==> src/rceh_pkg.sv <==
package rceh_pkg;

    localparam int MAX_ENTRIES  = 1024;
    localparam int SLOT_W       = 10;
    localparam int LINK_W       = 11;
    localparam int KEY_BYTES    = 64;
    localparam int KEY_WORDS    = 8;
    localparam int WORD_W       = 3;
    localparam int BKT_W        = 8;
    localparam int BUCKET_COUNT = 256;
    localparam int KS_DEPTH     = MAX_ENTRIES * KEY_WORDS;
    localparam int LEN_W        = 7;
    localparam int CNT_W        = 4;

    localparam logic [LINK_W-1:0] NIL_SLOT  = 11'd1024;
    localparam logic [31:0]       FNV_BASIS = 32'd2166136261;
    localparam logic [31:0]       FNV_PRIME = 32'd16777619;

    localparam logic [1:0] OP_TAKE    = 2'd0;
    localparam logic [1:0] OP_DROP    = 2'd1;
    localparam logic [1:0] OP_CAPTURE = 2'd2;
    localparam logic [1:0] OP_READ    = 2'd3;

    localparam logic [2:0] ST_TRACKED   = 3'd0;
    localparam logic [2:0] ST_UNTRACKED = 3'd1;
    localparam logic [2:0] ST_DROPPED   = 3'd2;
    localparam logic [2:0] ST_DROP_ERR  = 3'd3;
    localparam logic [2:0] ST_ENTRY     = 3'd4;
    localparam logic [2:0] ST_CAP_DONE  = 3'd5;
    localparam logic [2:0] ST_REFUSED   = 3'd6;
    localparam logic [2:0] ST_KEY       = 3'd7;

    localparam int UOP_W = 6;
    localparam logic [UOP_W-1:0] U_CLEAR    = 6'd0;
    localparam logic [UOP_W-1:0] U_IDLE     = 6'd1;
    localparam logic [UOP_W-1:0] U_ABSORB   = 6'd2;
    localparam logic [UOP_W-1:0] U_FIN      = 6'd3;
    localparam logic [UOP_W-1:0] U_UNTR     = 6'd4;
    localparam logic [UOP_W-1:0] U_BH_RD    = 6'd5;
    localparam logic [UOP_W-1:0] U_BH_GOT   = 6'd6;
    localparam logic [UOP_W-1:0] U_WALK     = 6'd7;
    localparam logic [UOP_W-1:0] U_CMP_RD   = 6'd8;
    localparam logic [UOP_W-1:0] U_CMP_CHK  = 6'd9;
    localparam logic [UOP_W-1:0] U_CMP_END  = 6'd10;
    localparam logic [UOP_W-1:0] U_LINK_RD  = 6'd11;
    localparam logic [UOP_W-1:0] U_LINK_GOT = 6'd12;
    localparam logic [UOP_W-1:0] U_NEW      = 6'd13;
    localparam logic [UOP_W-1:0] U_NEW2     = 6'd14;
    localparam logic [UOP_W-1:0] U_STORE    = 6'd15;
    localparam logic [UOP_W-1:0] U_NEWCNT   = 6'd16;
    localparam logic [UOP_W-1:0] U_RC_RD    = 6'd17;
    localparam logic [UOP_W-1:0] U_RC_INC   = 6'd18;
    localparam logic [UOP_W-1:0] U_DROPU    = 6'd19;
    localparam logic [UOP_W-1:0] U_DROP_RD  = 6'd20;
    localparam logic [UOP_W-1:0] U_DROP_CHK = 6'd21;
    localparam logic [UOP_W-1:0] U_UNL_RD   = 6'd22;
    localparam logic [UOP_W-1:0] U_UNL_GOT  = 6'd23;
    localparam logic [UOP_W-1:0] U_UNL_BH   = 6'd24;
    localparam logic [UOP_W-1:0] U_UNL_BH2  = 6'd25;
    localparam logic [UOP_W-1:0] U_UNL_WALK = 6'd26;
    localparam logic [UOP_W-1:0] U_UNL_CHK  = 6'd27;
    localparam logic [UOP_W-1:0] U_FREE     = 6'd28;
    localparam logic [UOP_W-1:0] U_CAP      = 6'd29;
    localparam logic [UOP_W-1:0] U_CAP_HEAD = 6'd30;
    localparam logic [UOP_W-1:0] U_CAP_SCAN = 6'd31;
    localparam logic [UOP_W-1:0] U_CAP_GOT  = 6'd32;
    localparam logic [UOP_W-1:0] U_KRD      = 6'd33;
    localparam logic [UOP_W-1:0] U_KGOT     = 6'd34;
    localparam logic [UOP_W-1:0] U_EMIT     = 6'd35;

    typedef struct packed {
        logic [UOP_W-1:0] uop;
        logic             load;
    } cmd_t;

    typedef struct packed {
        logic clr_done;
        logic byte_last;
        logic chunk_last;
        logic enabled;
        logic key_valid;
        logic too_long;
        logic cur_nil;
        logic word_last;
        logic mism;
        logic free_nil;
        logic untr_zero;
        logic rc_zero;
        logic rc_one;
        logic head_is_s;
        logic link_is_s;
        logic cap_active;
        logic cap_nil;
        logic bucket_last;
        logic out_free;
    } sts_t;

endpackage

==> src/rceh_ctrl.sv <==
module rceh_ctrl
    import rceh_pkg::*;
(
    input  logic       clk,
    input  logic       rst_n,
    input  logic       in_valid,
    input  logic [1:0] in_op,
    input  logic       in_drop_untracked,
    output logic       in_ready,
    input  sts_t       sts,
    output cmd_t       cmd
);

    logic [UOP_W-1:0] state_reg;
    logic [UOP_W-1:0] state_next;

    assign in_ready = (state_reg == U_IDLE);
    assign cmd.uop  = state_reg;
    assign cmd.load = in_ready && in_valid;

    always_comb
    begin
        state_next = state_reg;
        unique case (state_reg)
            U_CLEAR:    if (sts.clr_done) state_next = U_IDLE;
            U_IDLE:
            begin
                if (in_valid)
                begin
                    unique case (in_op)
                        OP_TAKE:    state_next = U_ABSORB;
                        OP_DROP:    state_next = in_drop_untracked ? U_DROPU : U_DROP_RD;
                        OP_CAPTURE: state_next = U_CAP;
                        OP_READ:    state_next = U_KRD;
                        default:    state_next = U_IDLE;
                    endcase
                end
            end
            U_ABSORB:
            begin
                if (sts.byte_last)
                    state_next = sts.chunk_last ? U_FIN : U_IDLE;
            end
            U_FIN:
            begin
                priority if (!sts.enabled)                   state_next = U_IDLE;
                else if (!sts.key_valid || sts.too_long)     state_next = U_UNTR;
                else                                         state_next = U_BH_RD;
            end
            U_UNTR:     state_next = U_EMIT;
            U_BH_RD:    state_next = U_BH_GOT;
            U_BH_GOT:   state_next = U_WALK;
            U_WALK:     state_next = sts.cur_nil ? U_NEW : U_CMP_RD;
            U_CMP_RD:   state_next = U_CMP_CHK;
            U_CMP_CHK:  state_next = sts.word_last ? U_CMP_END : U_CMP_RD;
            U_CMP_END:  state_next = sts.mism ? U_LINK_RD : U_RC_RD;
            U_LINK_RD:  state_next = U_LINK_GOT;
            U_LINK_GOT: state_next = U_WALK;
            U_NEW:      state_next = sts.free_nil ? U_UNTR : U_NEW2;
            U_NEW2:     state_next = U_STORE;
            U_STORE:    if (sts.word_last) state_next = U_NEWCNT;
            U_NEWCNT:   state_next = U_EMIT;
            U_RC_RD:    state_next = U_RC_INC;
            U_RC_INC:   state_next = U_EMIT;
            U_DROPU:    state_next = U_EMIT;
            U_DROP_RD:  state_next = U_DROP_CHK;
            U_DROP_CHK: state_next = (!sts.rc_zero && sts.rc_one) ? U_UNL_RD : U_EMIT;
            U_UNL_RD:   state_next = U_UNL_GOT;
            U_UNL_GOT:  state_next = U_UNL_BH;
            U_UNL_BH:   state_next = U_UNL_BH2;
            U_UNL_BH2:  state_next = sts.head_is_s ? U_FREE : U_UNL_WALK;
            U_UNL_WALK: state_next = sts.cur_nil ? U_FREE : U_UNL_CHK;
            U_UNL_CHK:  state_next = sts.link_is_s ? U_FREE : U_UNL_WALK;
            U_FREE:     state_next = U_EMIT;
            U_CAP:
            begin
                priority if (!sts.untr_zero) state_next = U_EMIT;
                else if (!sts.cap_active)    state_next = U_CAP_HEAD;
                else                         state_next = U_CAP_SCAN;
            end
            U_CAP_HEAD: state_next = U_CAP_SCAN;
            U_CAP_SCAN:
            begin
                priority if (sts.cap_nil && !sts.bucket_last) state_next = U_CAP_HEAD;
                else if (sts.cap_nil)                         state_next = U_EMIT;
                else                                          state_next = U_CAP_GOT;
            end
            U_CAP_GOT:  state_next = U_EMIT;
            U_KRD:      state_next = U_KGOT;
            U_KGOT:     state_next = U_EMIT;
            U_EMIT:     if (sts.out_free) state_next = U_IDLE;
            default:    state_next = U_IDLE;
        endcase
    end

    always_ff @(posedge clk or negedge rst_n)
    begin
        if (!rst_n)
            state_reg <= U_CLEAR;
        else
            state_reg <= state_next;
    end

    a_clear_once: assert property (@(posedge clk) disable iff (!rst_n)
        state_reg != U_CLEAR |=> state_reg != U_CLEAR)
        else $error("table clear pass restarted");

    a_take_from_idle: assert property (@(posedge clk) disable iff (!rst_n)
        state_reg == U_ABSORB && !sts.byte_last |=> state_reg == U_ABSORB)
        else $error("byte hashing left early");

endmodule

==> config.mk <==
export PLATFORM = sky130hd
export DESIGN_NAME = rceh_ctrl
export DESIGN_NICKNAME = d
export VERILOG_FILES = /design/src/rceh_pkg.sv /design/src/rceh_ctrl.sv
export SDC_FILE = /design/constraint.sdc
export NUM_CORES = 1
export LEC_CHECK = 0
export CAP_MARGIN = 20
export CORE_ASPECT_RATIO = 2
export CORE_MARGIN = 5
export CORE_UTILIZATION = 32
export CTS_CLUSTER_SIZE = 20
export DETAILED_ROUTE_END_ITERATION = 8
export DONT_BUFFER_PORTS = 1
export HOLD_SLACK_MARGIN = 0.06
export PLACE_DENSITY = 0.48
export SLEW_MARGIN = 20
export SYNTH_ARGS = -nofsm -noshare
export SYNTH_HDL_FRONTEND = slang
export SYNTH_SLANG_ARGS = --single-unit
==> constraint.sdc <==
create_clock -name clk -period 2.31 [get_ports clk]
set_clock_uncertainty 0.1 [all_clocks]
set_input_delay 0.1155 -clock clk [delete_from_list [all_inputs] [get_ports clk]]
set_output_delay 0.1155 -clock clk [all_outputs]
set_load 0.005 [all_outputs]
==> flow_metrics.py <==
metrics = {
    "outcome": {
        "status": "finished, final reports clean",
    },
    "global_routing": {
        "grt_pass1_vias": 1432,
        "grt_max_degree": 20,
        "gr-total-overflow": 0,
        "grt_pass1_wl_um": 7580,
        "grt_antenna_before_repair": 0,
        "grt_use_total_pct": 20.3,
    },
    "setup_path": {
        "worstSetupPathType": "flip-flop to flip-flop",
        "crit_fanout": 16,
        "crit_required_ns": 2.32,
        "endpoint_kind": "flip-flop",
        "cp_data_arrival_time_ns": 2.23,
        "startpoint_type": "flip-flop",
    },
    "cells_and_area": {
        "n_antenna_cell": 0,
        "fin_cells": 223,
        "fin_nets": 206,
        "largest_reg_flops": 6,
        "area_delta_synth_final_pct": 18.1,
        "final_area_um2": 1390,
        "drive_above_1_share_pct": 17.2,
    },
    "sta": {
        "clock.fmax_mhz": 449,
        "worst_slew_pin_slew_ns": 0.516,
        "final.period_utilization_pct": 96.4,
        "fin_setup_tns_ns": 0,
        "fin_ws_ns": 0.0823,
        "hold_viol": 0,
        "report.final.slew_viol_count": 0,
        "fin_crit_ns": 2.23,
        "slew_headroom_pct": 65.5,
        "grt_setup_unrepaired": "no",
        "finalSetupViolCount": 0,
    },
    "clock_network": {
        "hold_buffers": 4,
        "post_cts_buffers": 0,
        "clock-root-buffer": "clkbuf_8",
        "numCtsBuffers": 3,
        "cts_resized": 0,
        "cts_tree": "yes",
        "cts_num_sinks": 6,
        "clk_pin_slew_worst_paths_ns": 0.04,
        "htreeDepth": 1,
        "clk_path_buf_depth": 2,
        "clk_latency_ns": 0.23,
    },
    "synth": {
        "synth_top_flop_cell": "dfrtp_1",
        "synthDistinctLibCells": 52,
        "syn-num-nets": 193,
        "synth-seq-cells": 6,
        "synthArstFlopShare_pct": 100,
        "synth_common_cells": "13 x a21oi_1, 13 x nand2_1, 12 x nor2_1, 9 x o21ai_0, 8 x nor2b_1",
        "yosys_warnings": 0,
        "synth_cells": 163,
        "synth_top_area_share_pct": 12.8,
        "syn_area_per_cell_um2": 7.21,
        "ys_seq_area_share_pct": 12.8,
        "yosys-top-cells-area": "dfrtp_1 13%, a21oi_1 5.5%, ha_1 5.3%",
        "synth-edff-count": 0,
        "syn_area_um2": 1170,
        "yosys.area.top_type": "dfrtp_1",
    },
    "route": {
        "via_per_inst": 6.49,
        "drc": 0,
        "drt_first_pass_iters": 4,
        "routed-via-count": 1447,
        "drtIter0Drc": 91,
        "finalWirelength_um": 5040,
        "detail-route-antenna-nets": 0,
        "wl_per_cell_um": 22.6,
    },
    "power_and_ir_drop": {
        "leakage_nw": 0.505,
        "p_total_mw": 1.50,
        "powerDensity_nw_per_um2": 1080,
        "peakVddDrop_mv": 0.384,
    },
    "placement": {
        "placed_cell_area_um2": 1310,
        "hpwlAfterDp_um": 3870,
        "port_buffers": 0,
        "dpl.cell_count": 216,
        "post-place-ws_ns": 0.139,
        "routabilityCongestion": 0.993,
    },
    "hold_path": {
        "hp-class": "primary input to flip-flop",
    },
    "flow_run": {
        "maxCapViolCount": 0,
    },
    "floorplanning": {
        "core_area_um2": 3610,
        "rows": 31,
        "io-pin-count": 33,
        "die_x_um": 52.8,
        "start_util_pct": 32.6,
        "die-height_um": 95.7,
        "die_area_um2": 5060,
    },
}
[power by group]
part	internal [mW]	switching, mW
logic	0.450	0.669
clock network	0.113	0.0558
registers	0.141	0.0725
total	0.704	0.797
[final timing paths]
| path | slack [ns] | from | to | cells past startpoint |
|---|---|---|---|---|
| worst max-delay path | 0.08 | state_reg[3] | state_reg[0] | 7 |
| min in group asynchronous | 0.13 | rst_n | state_reg[1] | 1 |
| worst min-delay path | 0.09 | sts[15] | state_reg[0] | 3 |
| max in group asynchronous | 1.73 | rst_n | state_reg[2] | 1 |
| worst min register to register | 0.79 | state_reg[3] | state_reg[5] | 2 |
| worst max register to register | 0.08 | state_reg[3] | state_reg[0] | 7 |
[routing by layer]
| layer | vias to the layer above | global-route usage (%) | part of all wire [%] |
|---|---|---|---|
| met4 | 0 | 7.89 | 3.5 |
| li1 | 655 | - | - |
| met5 | - | 0 | 0 |
| met3 | 18 | 3.41 | 7.3 |
| met1 | 687 | 21.2 | 35 |
| met2 | 87 | 38.5 | 54 |
[stage by stage]
step,hold WS (ns),util [%]
floorplan,-0.280,-
global placement,-0.280,36.2
detailed placement,-0.280,36.2
CTS,0.103,38.5
global route,0.126,38.5
finish,0.0945,38.5
[cells in the final DEF (no fill, tap or decap), drive strengths merged, types with 4 or more instances in the layout]
master	synthesis	final
nor3	4	4
nor2	12	12
nand2	13	13
dlygate4sd3	0	4
nor2b	8	8
o21ai	10	10
a21oi	13	13
nand2b	6	6
a31oi	5	5
dfrtp	6	6
o31ai	6	6
a211oi	5	5
nand4	4	4
inv	6	6
nand3	4	4
buf	10	18
ha	5	5
[critical path, stage by stage (launching register included)]
cell and delay (ns):
dfrtp_1 0.50, buf_4 0.26, nand2b_1 0.21, o21ai_0 0.13
o211ai_1 0.22, nor4b_1 0.43, buf_4 0.18, a31oi_1 0.07
[cell families (layout without fill, tap and decap cells)]
logic type      Yosys count  in the layout  share of synthesized area [%]
mux                       5              5                           4.47
buf+inv                  20             31                           8.52
fa+ha+maj                 5              5                           5.32
flops                     6              6                           12.8
xor+xnor                  1              1                          0.746
simple gates             62             62                           29.1
compound gates           64             64                           39.1
[layout make-up]
class / instances / area (µm²)
clock buffer: 3 / 41.3
multi-input combinational: 137 / 925
sequential: 6 / 150
inverter: 6 / 22.5
fill: 401 / 2220
timing repair buffer: 22 / 188
tap: 49 / 61.3
Power figures use the tool's default switching activity.
